<file path="src/hdl/dttf_pkg.sv">
// Shared types, character codes and constants for the decimal text to fixed-point converter.
`default_nettype none
package dttf_pkg;

    localparam int unsigned COUNT_BITS  = 16;
    localparam int unsigned FRAC_DIGITS = 9;

    localparam int unsigned INT_W   = 31;
    localparam int unsigned FRAC_W  = 30;
    localparam int unsigned FD_W    = 4;
    localparam int unsigned QUO_W   = 32;
    localparam int unsigned STEP_W  = 5;
    localparam int unsigned VALUE_W = 64;
    localparam int unsigned OCNT_W  = 16;
    localparam int unsigned IN_W    = 8;
    localparam int unsigned OUT_W   = 88;

    localparam logic [INT_W-1:0]   INT_MAX   = {INT_W{1'b1}};
    localparam logic [VALUE_W-1:0] VALUE_MAX = {1'b0, {(VALUE_W-1){1'b1}}};

    localparam logic [IN_W-1:0] CH_ZERO  = 8'h30;
    localparam logic [IN_W-1:0] CH_NINE  = 8'h39;
    localparam logic [IN_W-1:0] CH_DOT   = 8'h2E;
    localparam logic [IN_W-1:0] CH_MINUS = 8'h2D;
    localparam logic [IN_W-1:0] CH_PLUS  = 8'h2B;
    localparam logic [IN_W-1:0] CH_SPACE = 8'h20;
    localparam logic [IN_W-1:0] CH_TAB   = 8'h09;
    localparam logic [IN_W-1:0] CH_LF    = 8'h0A;
    localparam logic [IN_W-1:0] CH_CR    = 8'h0D;

    typedef enum logic [2:0] {
        ST_WS,
        ST_INT,
        ST_FRAC,
        ST_DIV,
        ST_DONE
    } state_t;

    typedef struct packed {
        logic is_digit;
        logic is_ws;
        logic is_sign;
        logic is_minus;
        logic is_dot;
    } char_class_t;

    typedef struct packed {
        logic take;
        logic int_digit;
        logic frac_digit;
        logic set_sign;
        logic terminate;
        logic div_step;
        logic finish;
    } dp_cmd_t;

    typedef struct packed {
        char_class_t cls;
        logic        need_div;
        logic        div_last;
        logic        out_free;
    } dp_status_t;

    // 10^fd for the fraction scaling divide
    function automatic logic [FRAC_W-1:0] pow10(input logic [FD_W-1:0] fd);
        logic [FRAC_W-1:0] r;
        begin
            case (fd)
                4'd1:    r = 30'd10;
                4'd2:    r = 30'd100;
                4'd3:    r = 30'd1000;
                4'd4:    r = 30'd10000;
                4'd5:    r = 30'd100000;
                4'd6:    r = 30'd1000000;
                4'd7:    r = 30'd10000000;
                4'd8:    r = 30'd100000000;
                4'd9:    r = 30'd1000000000;
                default: r = 30'd1;
            endcase
            return r;
        end
    endfunction

endpackage
`default_nettype wire

</file>
<file path="src/hdl/dttf_ctrl.sv">
// Controller state machine: parse phases, fraction divide sequencing and result hand-off.
`default_nettype none
module dttf_ctrl (
    input  wire logic                  clk,
    input  wire logic                  rst_n,
    input  wire logic                  in_valid,
    output logic                       in_ready,
    input  wire dttf_pkg::dp_status_t  status,
    output dttf_pkg::dp_cmd_t          cmd
);

    dttf_pkg::state_t state_reg;
    dttf_pkg::state_t state_next;

    always_ff @(posedge clk or negedge rst_n)
    begin
        if (!rst_n)
        begin
            state_reg <= dttf_pkg::ST_WS;
        end
        else
        begin
            state_reg <= state_next;
        end
    end

    always_comb
    begin
        state_next = state_reg;
        cmd        = '0;
        in_ready   = 1'b0;
        case (state_reg)
            dttf_pkg::ST_WS:
            begin
                in_ready = 1'b1;
                if (in_valid)
                begin
                    if (status.cls.is_ws)
                    begin
                        cmd.take = 1'b1;
                    end
                    else if (status.cls.is_sign)
                    begin
                        cmd.take     = 1'b1;
                        cmd.set_sign = 1'b1;
                        state_next   = dttf_pkg::ST_INT;
                    end
                    else if (status.cls.is_digit)
                    begin
                        cmd.take      = 1'b1;
                        cmd.int_digit = 1'b1;
                        state_next    = dttf_pkg::ST_INT;
                    end
                    else if (status.cls.is_dot)
                    begin
                        cmd.take   = 1'b1;
                        state_next = dttf_pkg::ST_FRAC;
                    end
                    else
                    begin
                        cmd.terminate = 1'b1;
                        state_next    = status.need_div ? dttf_pkg::ST_DIV : dttf_pkg::ST_DONE;
                    end
                end
            end
            dttf_pkg::ST_INT:
            begin
                in_ready = 1'b1;
                if (in_valid)
                begin
                    if (status.cls.is_digit)
                    begin
                        cmd.take      = 1'b1;
                        cmd.int_digit = 1'b1;
                    end
                    else if (status.cls.is_dot)
                    begin
                        cmd.take   = 1'b1;
                        state_next = dttf_pkg::ST_FRAC;
                    end
                    else
                    begin
                        cmd.terminate = 1'b1;
                        state_next    = status.need_div ? dttf_pkg::ST_DIV : dttf_pkg::ST_DONE;
                    end
                end
            end
            dttf_pkg::ST_FRAC:
            begin
                in_ready = 1'b1;
                if (in_valid)
                begin
                    if (status.cls.is_digit)
                    begin
                        cmd.take       = 1'b1;
                        cmd.frac_digit = 1'b1;
                    end
                    else
                    begin
                        cmd.terminate = 1'b1;
                        state_next    = status.need_div ? dttf_pkg::ST_DIV : dttf_pkg::ST_DONE;
                    end
                end
            end
            dttf_pkg::ST_DIV:
            begin
                cmd.div_step = 1'b1;
                if (status.div_last)
                begin
                    state_next = dttf_pkg::ST_DONE;
                end
            end
            dttf_pkg::ST_DONE:
            begin
                // wait for the output register to free up
                if (status.out_free)
                begin
                    cmd.finish = 1'b1;
                    state_next = dttf_pkg::ST_WS;
                end
            end
            default:
            begin
                state_next = dttf_pkg::ST_WS;
            end
        endcase
    end

endmodule
`default_nettype wire

</file>
<file path="src/hdl/dttf_dp.sv">
// Datapath: character decode, accumulators, bit-serial fraction divider and output register.
`default_nettype none
module dttf_dp #(
    parameter int unsigned COUNT_BITS = dttf_pkg::COUNT_BITS
) (
    input  wire logic                         clk,
    input  wire logic                         rst_n,
    input  wire logic [dttf_pkg::IN_W-1:0]    char_code,
    input  wire dttf_pkg::dp_cmd_t            cmd,
    output dttf_pkg::dp_status_t              status,
    input  wire logic                         out_ready,
    output logic                              out_valid,
    output logic [dttf_pkg::VALUE_W-1:0]      value,
    output logic [dttf_pkg::OCNT_W-1:0]       consumed_count,
    output logic                              valid_res,
    output logic                              saturated
);

    localparam int unsigned EXT_W = COUNT_BITS + dttf_pkg::OCNT_W;
    localparam int unsigned NI_W  = dttf_pkg::INT_W + 4;
    localparam int unsigned NF_W  = dttf_pkg::FRAC_W + 4;
    localparam logic [COUNT_BITS-1:0] CNT_MAX = {COUNT_BITS{1'b1}};

    // parse accumulators
    logic                           negative_reg;
    logic [dttf_pkg::INT_W-1:0]     int_acc_reg;
    logic [dttf_pkg::FRAC_W-1:0]    frac_acc_reg;
    logic [dttf_pkg::FD_W-1:0]      frac_digits_reg;
    logic [COUNT_BITS-1:0]          char_count_reg;
    logic                           digit_seen_reg;
    logic                           clamp_reg;

    // divider
    logic [dttf_pkg::FRAC_W-1:0]    rem_reg;
    logic [dttf_pkg::FRAC_W-1:0]    divisor_reg;
    logic [dttf_pkg::QUO_W-1:0]     quo_reg;
    logic [dttf_pkg::STEP_W-1:0]    step_reg;

    // output register
    logic                           out_valid_reg;
    logic [dttf_pkg::VALUE_W-1:0]   value_reg;
    logic [dttf_pkg::OCNT_W-1:0]    ocount_reg;
    logic                           ovalid_res_reg;
    logic                           osat_reg;

    logic [3:0]                     digit;
    logic [NI_W-1:0]                int_next;
    logic [NF_W-1:0]                frac_next;
    logic [dttf_pkg::FRAC_W:0]      rem_shift;
    logic                           rem_ge;
    logic [dttf_pkg::VALUE_W-1:0]   mag;
    logic [dttf_pkg::VALUE_W-1:0]   signed_mag;
    logic [dttf_pkg::QUO_W-1:0]     frac_q;
    logic [EXT_W-1:0]               count_ext;
    logic [dttf_pkg::OCNT_W-1:0]    count_sat;

    always_comb
    begin
        status.cls.is_digit = (char_code >= dttf_pkg::CH_ZERO) && (char_code <= dttf_pkg::CH_NINE);
        status.cls.is_ws    = (char_code == dttf_pkg::CH_SPACE) || (char_code == dttf_pkg::CH_TAB) ||
                              (char_code == dttf_pkg::CH_LF)    || (char_code == dttf_pkg::CH_CR);
        status.cls.is_minus = (char_code == dttf_pkg::CH_MINUS);
        status.cls.is_sign  = status.cls.is_minus || (char_code == dttf_pkg::CH_PLUS);
        status.cls.is_dot   = (char_code == dttf_pkg::CH_DOT);
        status.need_div     = digit_seen_reg && !clamp_reg && (frac_digits_reg != '0);
        status.div_last     = (step_reg == {dttf_pkg::STEP_W{1'b1}});
        status.out_free     = !out_valid_reg || out_ready;
    end

    always_comb
    begin
        digit     = char_code[3:0];
        int_next  = {int_acc_reg, 3'b000} + {2'b00, int_acc_reg, 1'b0} + NI_W'(digit);
        frac_next = {frac_acc_reg, 3'b000} + {2'b00, frac_acc_reg, 1'b0} + NF_W'(digit);
        rem_shift = {rem_reg, 1'b0};
        rem_ge    = rem_shift >= {1'b0, divisor_reg};
    end

    always_ff @(posedge clk or negedge rst_n)
    begin
        if (!rst_n)
        begin
            negative_reg    <= 1'b0;
            int_acc_reg     <= '0;
            frac_acc_reg    <= '0;
            frac_digits_reg <= '0;
            char_count_reg  <= '0;
            digit_seen_reg  <= 1'b0;
            clamp_reg       <= 1'b0;
        end
        else if (cmd.finish)
        begin
            negative_reg    <= 1'b0;
            int_acc_reg     <= '0;
            frac_acc_reg    <= '0;
            frac_digits_reg <= '0;
            char_count_reg  <= '0;
            digit_seen_reg  <= 1'b0;
            clamp_reg       <= 1'b0;
        end
        else
        begin
            if (cmd.take && (char_count_reg != CNT_MAX))
            begin
                char_count_reg <= char_count_reg + 1'b1;
            end
            if (cmd.set_sign)
            begin
                negative_reg <= status.cls.is_minus;
            end
            if (cmd.int_digit)
            begin
                digit_seen_reg <= 1'b1;
                if (int_next > NI_W'(dttf_pkg::INT_MAX))
                begin
                    int_acc_reg <= dttf_pkg::INT_MAX;
                    clamp_reg   <= 1'b1;
                end
                else
                begin
                    int_acc_reg <= int_next[dttf_pkg::INT_W-1:0];
                end
            end
            if (cmd.frac_digit)
            begin
                digit_seen_reg <= 1'b1;
                if (frac_digits_reg < dttf_pkg::FD_W'(dttf_pkg::FRAC_DIGITS))
                begin
                    frac_acc_reg    <= frac_next[dttf_pkg::FRAC_W-1:0];
                    frac_digits_reg <= frac_digits_reg + 1'b1;
                end
            end
        end
    end

    // restoring divide of (frac << 32) by 10^fd, one quotient bit per cycle
    always_ff @(posedge clk)
    begin
        if (cmd.terminate)
        begin
            rem_reg     <= frac_acc_reg;
            divisor_reg <= dttf_pkg::pow10(frac_digits_reg);
            quo_reg     <= '0;
            step_reg    <= '0;
        end
        else if (cmd.div_step)
        begin
            rem_reg  <= rem_ge ? rem_shift[dttf_pkg::FRAC_W-1:0] - divisor_reg
                               : rem_shift[dttf_pkg::FRAC_W-1:0];
            quo_reg  <= {quo_reg[dttf_pkg::QUO_W-2:0], rem_ge};
            step_reg <= step_reg + 1'b1;
        end
    end

    always_comb
    begin
        frac_q = (frac_digits_reg != '0) ? quo_reg : '0;
        if (clamp_reg)
        begin
            mag = dttf_pkg::VALUE_MAX;
        end
        else
        begin
            mag = {1'b0, int_acc_reg, frac_q};
        end
        signed_mag = negative_reg ? (dttf_pkg::VALUE_W'(0) - mag) : mag;
        count_ext  = EXT_W'(char_count_reg);
        count_sat  = (count_ext > EXT_W'({dttf_pkg::OCNT_W{1'b1}})) ? {dttf_pkg::OCNT_W{1'b1}}
                                                                    : count_ext[dttf_pkg::OCNT_W-1:0];
    end

    always_ff @(posedge clk or negedge rst_n)
    begin
        if (!rst_n)
        begin
            out_valid_reg <= 1'b0;
        end
        else if (cmd.finish)
        begin
            out_valid_reg <= 1'b1;
        end
        else if (out_ready)
        begin
            out_valid_reg <= 1'b0;
        end
    end

    always_ff @(posedge clk)
    begin
        if (cmd.finish)
        begin
            value_reg      <= digit_seen_reg ? signed_mag : '0;
            ocount_reg     <= digit_seen_reg ? count_sat : '0;
            ovalid_res_reg <= digit_seen_reg;
            osat_reg       <= digit_seen_reg && clamp_reg;
        end
    end

    assign out_valid      = out_valid_reg;
    assign value          = value_reg;
    assign consumed_count = ocount_reg;
    assign valid_res      = ovalid_res_reg;
    assign saturated      = osat_reg;

endmodule
`default_nettype wire

</file>
<file path="src/hdl/decimal_text_to_fixed_point_top.sv">
// The result is registered in ST_DONE after the terminator, via ST_DIV if the divide runs.
// The divide runs only for a converted, unsaturated number that has fraction digits.
// Within a string one character is taken per cycle; after the terminator input stalls
// while the 32-step fraction divider runs, then in ST_DONE until the output register is free.
// The next string's characters are taken while a result waits; a second terminator waits for it.
// rst_n (asynchronous, active low) clears the parser state and the output valid flag.
`default_nettype none
module decimal_text_to_fixed_point_top #(
    parameter int unsigned COUNT_BITS = dttf_pkg::COUNT_BITS
) (
    input  wire logic                        clk,
    input  wire logic                        rst_n,
    input  wire logic                        s_axis_tvalid,
    output logic                             s_axis_tready,
    input  wire logic [7:0]                  s_axis_tdata,  // [7:0] char_code
    output logic                             m_axis_tvalid,
    input  wire logic                        m_axis_tready,
    // [63:0] value, [79:64] consumed_count, [80] valid_res, [81] saturated, [87:82] zero
    output logic [dttf_pkg::OUT_W-1:0]       m_axis_tdata
);

    dttf_pkg::dp_cmd_t    cmd;
    dttf_pkg::dp_status_t status;

    logic [dttf_pkg::VALUE_W-1:0] value;
    logic [dttf_pkg::OCNT_W-1:0]  consumed_count;
    logic                         valid_res;
    logic                         saturated;

    dttf_ctrl u_ctrl (
        .clk      (clk),
        .rst_n    (rst_n),
        .in_valid (s_axis_tvalid),
        .in_ready (s_axis_tready),
        .status   (status),
        .cmd      (cmd)
    );

    dttf_dp #(
        .COUNT_BITS (COUNT_BITS)
    ) u_dp (
        .clk            (clk),
        .rst_n          (rst_n),
        .char_code      (s_axis_tdata),
        .cmd            (cmd),
        .status         (status),
        .out_ready      (m_axis_tready),
        .out_valid      (m_axis_tvalid),
        .value          (value),
        .consumed_count (consumed_count),
        .valid_res      (valid_res),
        .saturated      (saturated)
    );

    assign m_axis_tdata = {6'd0, saturated, valid_res, consumed_count, value};

endmodule
`default_nettype wire

</file>
<file path="config.mk">
export PLATFORM = sky130hd
export DESIGN_NAME = decimal_text_to_fixed_point_top
export DESIGN_NICKNAME = d
export VERILOG_FILES = /design/src/hdl/dttf_pkg.sv /design/src/hdl/dttf_ctrl.sv /design/src/hdl/dttf_dp.sv /design/src/hdl/decimal_text_to_fixed_point_top.sv
export SDC_FILE = /design/constraint.sdc
export NUM_CORES = 1
export LEC_CHECK = 0
export BUFFER_PORTS_ARGS = -buffer_cell sky130_fd_sc_hd__buf_2
export CELL_PAD_IN_SITES_DETAIL_PLACEMENT = 0
export CELL_PAD_IN_SITES_GLOBAL_PLACEMENT = 2
export CORE_MARGIN = 4
export CORE_UTILIZATION = 39
export DETAILED_ROUTE_END_ITERATION = 10
export GPL_TIMING_DRIVEN = 0
export PLACE_DENSITY_LB_ADDON = 0.1
export SETUP_SLACK_MARGIN = 0.1
export SLEW_MARGIN = 10
export SYNTH_ARGS = -nofsm -noshare
export SYNTH_HDL_FRONTEND = slang
export SYNTH_SLANG_ARGS = --single-unit
</file>
<file path="constraint.sdc">
create_clock -name clk -period 4.8 [get_ports clk]
set_input_delay 0.96 -clock clk [delete_from_list [all_inputs] [get_ports clk]]
set_output_delay 0.96 -clock clk [all_outputs]
set_load 0.01 [all_outputs]
</file>
=== Word level (Yosys, flattened, before mapping) ===
Memories as Yosys holds them, arrays and structs flattened. A register that Yosys moved wholly into a read port is not among the register bits.
Index checks and enable logic that the tools add are counted.

* $add $sub $neg: 9
* $lt $le $gt $ge: 5
* Equal/unequal tests: 21
* Multiplexer cells: 68
* Reduce and logical (&&, ||, !) cells: 27

{| class="wikitable"
|+ Operators by type and width
! cell !! number
|-
| $mux W30 || 6
|-
| $mux W31 || 3
|-
| $mux W64 || 1
|-
| $sub A1 B63 Y64 const A || 1
|-
| $mux W63 || 1
|-
| $mux W3 || 12
|-
| $add A34 B32 Y35 || 1
|-
| $add A35 B4 Y35 || 1
|-
| $gt A35 B31 Y1 const B || 1
|-
| $eq A8 B6 Y1 const B || 4
|-
| $mux W16 || 2
|-
| $mux W32 || 1
|-
| $ge A31 B30 Y1 || 1
|-
| $mux W1 || 31
|-
| $add A30 B30 Y30 || 1
|-
| $add A30 B4 Y30 || 1
|-
| $sub A30 B30 Y30 || 1
|-
| $eq A8 B4 Y1 const B || 3
|-
| $add A16 B1 Y16 const B || 1
|-
| $ne A16 B16 Y1 const B || 1
|-
| $ne A2 B2 Y1 const B || 8
|-
| $reduce_bool A2 Y1 || 8
|-
| $pmux W3 S5 || 1
|-
| $mux W4 || 3
|-
| other kinds (21) || 36
|}

* Register bits after elaboration: 237
* ROM bits: 480
* Input port bits: 12
* Logic and storage cells: 147
* Memories kept: 1

{| class="wikitable"
|+ Memories
! name !! words !! width !! read ports !! clocked after memory_dff !! write ports !! line !! text
|-
| (no name shown) || 16 || 30 || 1 || 1 || 0 || dttf_pkg.sv:68 || <nowiki>case (fd)</nowiki>
|}

=== Logic depth before layout (Yosys ltp) ===
Gate-level depths: netlist of the first run.

* Word-level depth: 10
* Depth in mapped cells: 18

=== Hierarchy ===
Synthesis of the first run repeated with hierarchy kept, for this count alone.

* Cells, all modules: 1,975
* Area, all modules: 18,178.7 sq um

{| class="wikitable"
|+ Modules (own cells, without submodules)
! module !! instances !! cells each !! area each (sq um) !! seq. area each (sq um)
|-
| dttf_dp || 1 || 1,910 || 17,688.2 || 6,921.6
|-
| dttf_ctrl || 1 || 56 || 426.7 || 75.1
|-
| decimal_text_to_fixed_point_top || 1 || 9 || 63.8 || 0.0
|}

=== Worst setup path after synthesis of the first run ===
No wires, ideal clock.

* Path type: input -> register
* Start point: in m_axis_tready
* End point: reg u_dp.ocount_reg, in the netlist u_dp.consumed_count[0], enable pin
* Setup time: 0.478 ns
* Data arrival time: 3.868 ns
* Required time: 4.322 ns
* Setup slack: 0.454 ns
* Stages on the path: 4
* Buffers on the path: 1
* Path through: nand2b_1 -> nand3_1 -> inv_1 -> clkbuf_1

{| class="wikitable"
|+ RTL lines
! what !! line !! text
|-
| from (decl) || decimal_text_to_fixed_point_top.sv:17 || <nowiki>input wire logic m_axis_tready,</nowiki>
|-
| to (signal assigned) || dttf_dp.sv:193 || <nowiki>ocount_reg <= digit_seen_reg ? count_sat : '0;</nowiki>
|-
| to (decl) || dttf_dp.sv:42 || <nowiki>logic [dttf_pkg::OCNT_W-1:0] ocount_reg;</nowiki>
|}

=== Final worst setup path of the first run ===
* Start point: in s_axis_tdata[3]
* End point: reg u_dp.int_acc_reg[27] in the netlist's numbering

* Longest elaborated chain between the ends: 8
* Elaborated cells between the ends (all ways): 25
* Those cells by class: add/sub (1); order compare (3); eq/ne (6); mux (9); reduce/logical (6)

{| class="wikitable"
|+ RTL lines
! what !! line !! text
|-
| from (decl) || decimal_text_to_fixed_point_top.sv:15 || <nowiki>input wire logic [7:0] s_axis_tdata,</nowiki>
|-
| branches (longest 8 deep; another with $add A35 B4 Y35) || - ||
|-
| to (signal assigned) || dttf_dp.sv:116 || <nowiki>int_acc_reg <= dttf_pkg::INT_MAX;</nowiki>
|-
| to (signal assigned) || dttf_dp.sv:121 || <nowiki>int_acc_reg <= int_next[dttf_pkg::INT_W-1:0];</nowiki>
|-
| to (decl) || dttf_dp.sv:26 || <nowiki>logic [dttf_pkg::INT_W-1:0] int_acc_reg;</nowiki>
|}

Parallel ways; which one is timed is not known. The select of a mux whose other input is x is not followed.
A chain may end at the register's enable or synchronous reset.

==> impl_metrics.ini, run 1 <==
[cts]
ctsHoldBuffers = 0
htree_levels = 2
root_buffer = clkbuf_16
clockBufferDepth = 3
insertion_delay_ns = 0.55
cts.sinks = 260
cts.reportedPaths.clkPinSlew_ns = 0.05
cts_tree = built
cts_buffers = 34

[routing]
viasPerCell = 5.53
drt_iter0_markers = 949
routedWlPerCell_um = 19.9
ant_nets = 0
wl_um = 55800
first_pass_iters = 5
via_count = 15495
drc = 0

[worst_setup_path]
max_stage_delay_ns = 0.55
r2r_slack_ns = 0.32
cp.required_ns = 5.24
arrival_ns = 4.94
critPathCaptureType = flip-flop
worst-setup-path-type = in2reg
worstPathCellList = buf_2, inv_1, fa_1, fa_1, nand2b_1, a21oi_1, o211ai_1, a211oi_1, o22ai_1, o41a_1, o211ai_1, o21a_1, a21oi_4, buf_4, a31oi_1
cpMaxStageDelayCell = fa_1
path_max_fanout = 10
start_kind = input port

[synthesis]
synthMuxAreaShare_pct = 1.01
syn_avg_cell_area_um2 = 8.79
synth_top_family_by_area = compound AO/OA/AOI/OAI gates
ys_seq_area_share_pct = 39.1
synth-seq-cells = 260
netlist_area_um2 = 17900
postSynth.asyncResetShare_pct = 33.8
synthCells = 2035
yosys.area_share.adder_pct = 11.5
synth_edf_count = 135
synth-simple-area-share_pct = 18.4
ys_types = 91
yosys.area_share.xor_xnor_pct = 6.17
ys.flop_type = edfxtp_1
synth-compound-area-share_pct = 19.5
ys_warn_count = 0

[die]
rows = 78
start_util_pct = 39.4
fp.dieArea_um2 = 49400
io_pins = 102
die_width_um = 222
die_h_um = 222
coreArea_um2 = 45400

[timing]
slew_headroom_pct = 37.1
slew_viol_final = 0
finalCriticalPeriod_ns = 4.49
setup_slack_ns = 0.308
max_freq_mhz = 223
setup_viol = 0
finalHoldViolations = 0
period_share_pct = 93.6
worstMarginPinSlew_ns = 0.943
rsz0062_at_grt = yes
clock_skew_ns = 0.0226

[power]
power_mw = 9.97
leakagePower_nw = 8.92
ir_drop_v = 0.000359
powerDensity_nw_per_um2 = 486

[layout]
finalNonFillerCells = 2803
area_growth_pct = 14.5
final_nets = 2350
fillers = 4530
largest_reg_flops = 64
multiInputGateArea_um2 = 10300
drive_above_1_share_pct = 10.4
seq_area_um2 = 7000

[grt]
track_usage_pct = 22.0
antenna_found_initial = 0
grt_pass1_wl_um = 87400
first_global_vias = 15210
grt_max_degree = 57
grt-ovfl-total = 0

[placed_design]
place.gp.congestion = 0.877
dp.cells = 2737
dp_hpwl_um = 41900
io_buffer_count = 95
pre_cts_slack_ns = -0.852

[run_status]
status = completed

[worst_hold_path]
hp-class = in2async

[job]
drv_cap = 0
-- power by group --
part | switching [mW] | internal [mW] | leakage, nW
combinational | 2.74 | 1.53 | 5.57
clock | 1.02 | 1.48 | 0.525
sequential | 0.235 | 2.96 | 2.82
-- synth_stat cells, types with 11 or more instances --
library cell	number	area share [%]
a21o_1	35	1.5
a21oi_1	190	5.3
a31oi_1	41	1.4
and2_1	31	1.1
and3_1	26	0.91
clkbuf_1	85	1.8
dfrtp_1	88	12
dfxtp_1	37	4.1
edfxtp_1	135	23
ha_1	156	11
inv_1	72	1.5
mux2i_1	17	0.95
nand2_1	221	4.6
nand2b_1	18	0.63
nand3_1	63	1.8
nor2_1	227	4.8
nor2b_1	16	0.56
nor3_1	41	1.1
nor4_1	11	0.38
o211ai_1	11	0.46
o21ai_0	163	4.6
o31ai_1	12	0.50
or3_1	12	0.42
xnor2_1	76	3.7
xor2_1	50	2.4
-- critical path: cells and delay by family --
family | cells | cell delay [ns]
buffers and inverters | 3 | 0.50
AOI/OAI and AO/OA | 9 | 2.24
adders and majority gates | 2 | 1.03
and+or+nand+nor | 1 | 0.19
-- cells in the final DEF (no fill, tap or decap), types with 16 or more instances in the layout --
cell       netlist  routed
clkbuf_1        85      88
dfxtp_1         37      37
a31oi_1         41      41
nand2_1        221     220
a21o_1          35      35
nor2_1         227     227
nand2b_1        18      18
mux2i_1         17      16
clkbuf_16        0      36
and3_1          26      26
nor3_1          41      41
nand3_1         63      61
buf_2            4      96
o21ai_0        163     161
a21oi_1        190     186
dfrtp_1         88      86
xor2_1          50      50
ha_1           156     155
nor2b_1         16      16
buf_4            9      16
xnor2_1         76      76
inv_1           72      70
and2_1          31      31
edfxtp_1       135     135
-- kinds of logic (layout without fill, tap and decap cells) --
| group | count (synthesis) | after routing |
|---|---|---|
| AND/OR/NAND/NOR | 711 | 711 |
| AO/OA/AOI/OAI | 573 | 573 |
| flip-flops | 260 | 260 |
| buffers and inverters | 185 | 347 |
| adder cells (fa/ha/maj) | 161 | 161 |
| XOR/XNOR | 126 | 126 |
| multiplexers | 18 | 18 |
| other | 1 | 7 |
-- through the flow --
stage	utilization, %	TNS, ns	hold slack, ns	area (um^2)
final	45.2	0	0.425	20500
after floorplan	-	0	0.423	17900
after global routing	45.1	0	0.441	20500
after global placement	42.2	-182.84	0.450	19100
after detailed placement	42.3	-30.41	0.465	19200
after CTS	44.9	0	0.406	20400
-- worst paths after layout --
check	cells past startpoint	start	end
max	15	s_axis_tdata[3]	u_dp.int_acc_reg[27]
min	1	rst_n	u_dp.int_acc_reg[25]
max reg2reg	18	u_dp.frac_digits_reg[1]	u_dp.value[60]
min reg2reg	2	u_dp.step_reg[4]	u_dp.step_reg[4]
max in group asynchronous	2	rst_n	u_dp.frac_digits_reg[0]
min in group clk	2	u_dp.step_reg[4]	u_dp.step_reg[4]
-- area by class of cell --
class                      count  area share [%]
antenna                        1          0.0122
timing repair buffer         101            2.75
multi-input combinational   1595            50.2
clock buffer                  48            4.76
sequential                   260            34.2
buffer                       111            2.55
inverter                      74            1.36
clock inverter                13           0.519
tap                          600            3.66
-- per-layer routing --
metal / track usage, % / vias to the layer above / wire length (um)
li1: - / 7619 / -
met2: 37.0 / 346 / 26700
met3: 3.22 / 89 / 2160
met5: 0 / - / 0
met4: 6.56 / 0 / 1550
met1: 29.7 / 7441 / 25400
-- timing repair --
action                                  4_1_cts  5_1_grt
endpoints found under the setup margin       55       54
pin swaps                                     1        6
gates resized for setup                      25       23
setup buffers                                 2        2
No activity file was read; power rests on OpenSTA's default activity.
==> run 2, diff against run 1 <==
--- a/config.mk
+++ b/config.mk
@@ -12,7 +12,7 @@
 export CORE_UTILIZATION = 39
 export DETAILED_ROUTE_END_ITERATION = 10
 export GPL_TIMING_DRIVEN = 0
-export PLACE_DENSITY_LB_ADDON = 0.1
+export PLACE_DENSITY = 0.84
 export SETUP_SLACK_MARGIN = 0.1
 export SLEW_MARGIN = 10
 export SYNTH_ARGS = -nofsm -noshare
==> run 2 against run 1 <==
Global-route usage down 1.0 points. Clock power shrank 5%. Critical path depth unchanged. Via count rose by 0.15%. Fmax up 0.14%. Sequential share of layout area is 0.12 points higher. Flip-flop and latch count unchanged. Clock-buffer cell count down 5. First-iteration DRC count up 4.4%. Power fell by 1.7%. Critical path type unchanged. Largest power group unchanged.
==> impl_metrics.ini, run 2 (synthesis results as in run 1) <==
[run_status]
status = completed

[power]
power_mw = 9.80
leakagePower_nw = 8.89
ir_drop_v = 0.000392
powerDensity_nw_per_um2 = 480
power.switching_mw = 3.92
switching_share_pct = 40.0
pwr-share-seq_pct = 32.5
p_int_mw = 5.88
comb_power_share_pct = 43.2
clkPwrFrac_pct = 24.3

[routing]
viasPerCell = 5.54
first_pass_iters = 5
via_count = 15519
drc = 0
routedWlPerCell_um = 19.3
ant_nets = 0
drt_iter0_markers = 991
wl_um = 54100

[grt]
busiest_layer = met2
antenna_found_initial = 1
grt_pass1_wl_um = 84700
first_global_vias = 15272
grt_max_degree = 52
met1_usage_pct = 27.9
grt-ovfl-total = 0
track_usage_pct = 21.0
use_met2_pct = 36.4
grt_use_met3_pct = 2.68

[timing]
period_share_pct = 93.5
fin_hold_ws_ns = 0.435
slew_headroom_pct = 41.2
max_freq_mhz = 223
setup_slack_ns = 0.314
clock_skew_ns = 0.0333
setup_tns_ns = 0
rsz0062_at_grt = no
finalHoldViolations = 0
worstMarginPinSlew_ns = 0.882
finalCriticalPeriod_ns = 4.49
setup_viol = 0
slew_viol_final = 0

[die]
rows = 78
coreArea_um2 = 45400
die_h_um = 222
io_pins = 102
start_util_pct = 39.4
die_width_um = 222
fp.dieArea_um2 = 49400

[cts]
insertion_delay_ns = 0.59
cts_buffers = 31
ctsHoldBuffers = 0
cts.reportedPaths.clkPinSlew_ns = 0.06
htree_levels = 1
clockBufferDepth = 3
cts_tree = built
root_buffer = clkbuf_16
cts.sinks = 260

[layout]
final_common_cell = nor2_1
fillers = 4539
finalNonFillerCells = 2800
multiInputGateArea_um2 = 10300
largest_reg_flops = 64
drive_above_1_share_pct = 10.1
seq_area_um2 = 7000
area_growth_pct = 14.1
final_nets = 2347
most-common-layout-cells = nor2_1, nand2_1, a21oi_1

[placed_design]
io_buffer_count = 95
dp.cells = 2737
place.gp.congestion = 0.859
pre_cts_slack_ns = -1.16
dp_hpwl_um = 40800

[worst_setup_path]
r2r-end = u_dp.value[54]
start_kind = input port
cp.required_ns = 5.29
cpMaxStageDelayCell = fa_1
max_stage_delay_ns = 0.60
cp_top_family = compound AO/OA/AOI/OAI gates
critPathCaptureType = flip-flop
reg2reg_depth = 18
path_max_fanout = 10
r2r_slack_ns = 0.32
cp.buffers_inverters = 3
worst-setup-path-type = in2reg
worstPathCellList = buf_2, inv_1, fa_1, fa_1, nand2b_1, a21oi_1, o211ai_1, a211oi_1, o22ai_1, o41a_1, o211ai_1, o21a_1, a21oi_4, buf_4, a31oi_1
arrival_ns = 4.97
rr_startpoint = u_dp.frac_digits_reg[0]

[job]
drv_cap = 0

[worst_hold_path]
hp-class = in2async
## run 2: worst max path at each step
stage	start	to	slack, ns	depth (start not counted)
after global routing	u_dp.frac_digits_reg[0]	u_dp.value[54]	0.12	18
after CTS	u_dp.frac_digits_reg[1]	u_dp.value[54]	0.13	18
final	s_axis_tdata[3]	u_dp.int_acc_reg[25]	0.31	15
after floorplan	m_axis_tready	u_dp.consumed_count[0]	0.45	4
after global placement	m_axis_tready	u_dp.negative_reg	-1.72	6
after detailed placement	u_dp.frac_digits_reg[0]	u_dp.value[60]	-1.16	18
## run 2: timing repair
action,4_1_cts,5_1_grt
resized for setup,27,17
pin swaps,2,5
setup buffers,3,1
setup endpoints to repair,58,49
## run 2: cell type report
type / count / area share [%]
Multi-Input combinational cell: 1595 / 50.3
Sequential cell: 260 / 34.3
Clock buffer: 43 / 4.48
Tap cell: 600 / 3.68
Timing Repair Buffer: 101 / 2.72
Buffer: 111 / 2.55
Inverter: 74 / 1.36
Clock inverter: 15 / 0.576
Antenna cell: 1 / 0.0123
## run 2: per-stage QoR
| stage | cell area [um^2] | util (%) |
|---|---|---|
| 5_1_grt | 20400 | 45.0 |
| 3_3_place_gp | 19100 | 42.2 |
| 4_1_cts | 20300 | 44.8 |
| 2_1_floorplan | 17900 | - |
| 6_report | 20400 | 45.0 |
| 3_5_place_dp | 19200 | 42.3 |
## run 2: power groups by stage
| stage | logic (mW) | registers [mW] | clock network [mW] |
|---|---|---|---|
| 6_report | 4.23 | 3.19 | 2.38 |
| 5_1_grt | 4.68 | 3.22 | 2.52 |
| 3_3_place_gp | 4.08 | 3.26 | 0 |
| 4_1_cts | 4.20 | 3.18 | 2.42 |
| 2_1_floorplan | 2.81 | 3.30 | 0 |
| 3_5_place_dp | 4.14 | 3.22 | 0 |
## run 2: metal layers
layer | vias to the layer above | part of all wire (%)
met5 | - | 0
met4 | 0 | 2.2
li1 | 7626 | -
met3 | 72 | 4.3
met1 | 7478 | 45
met2 | 343 | 49
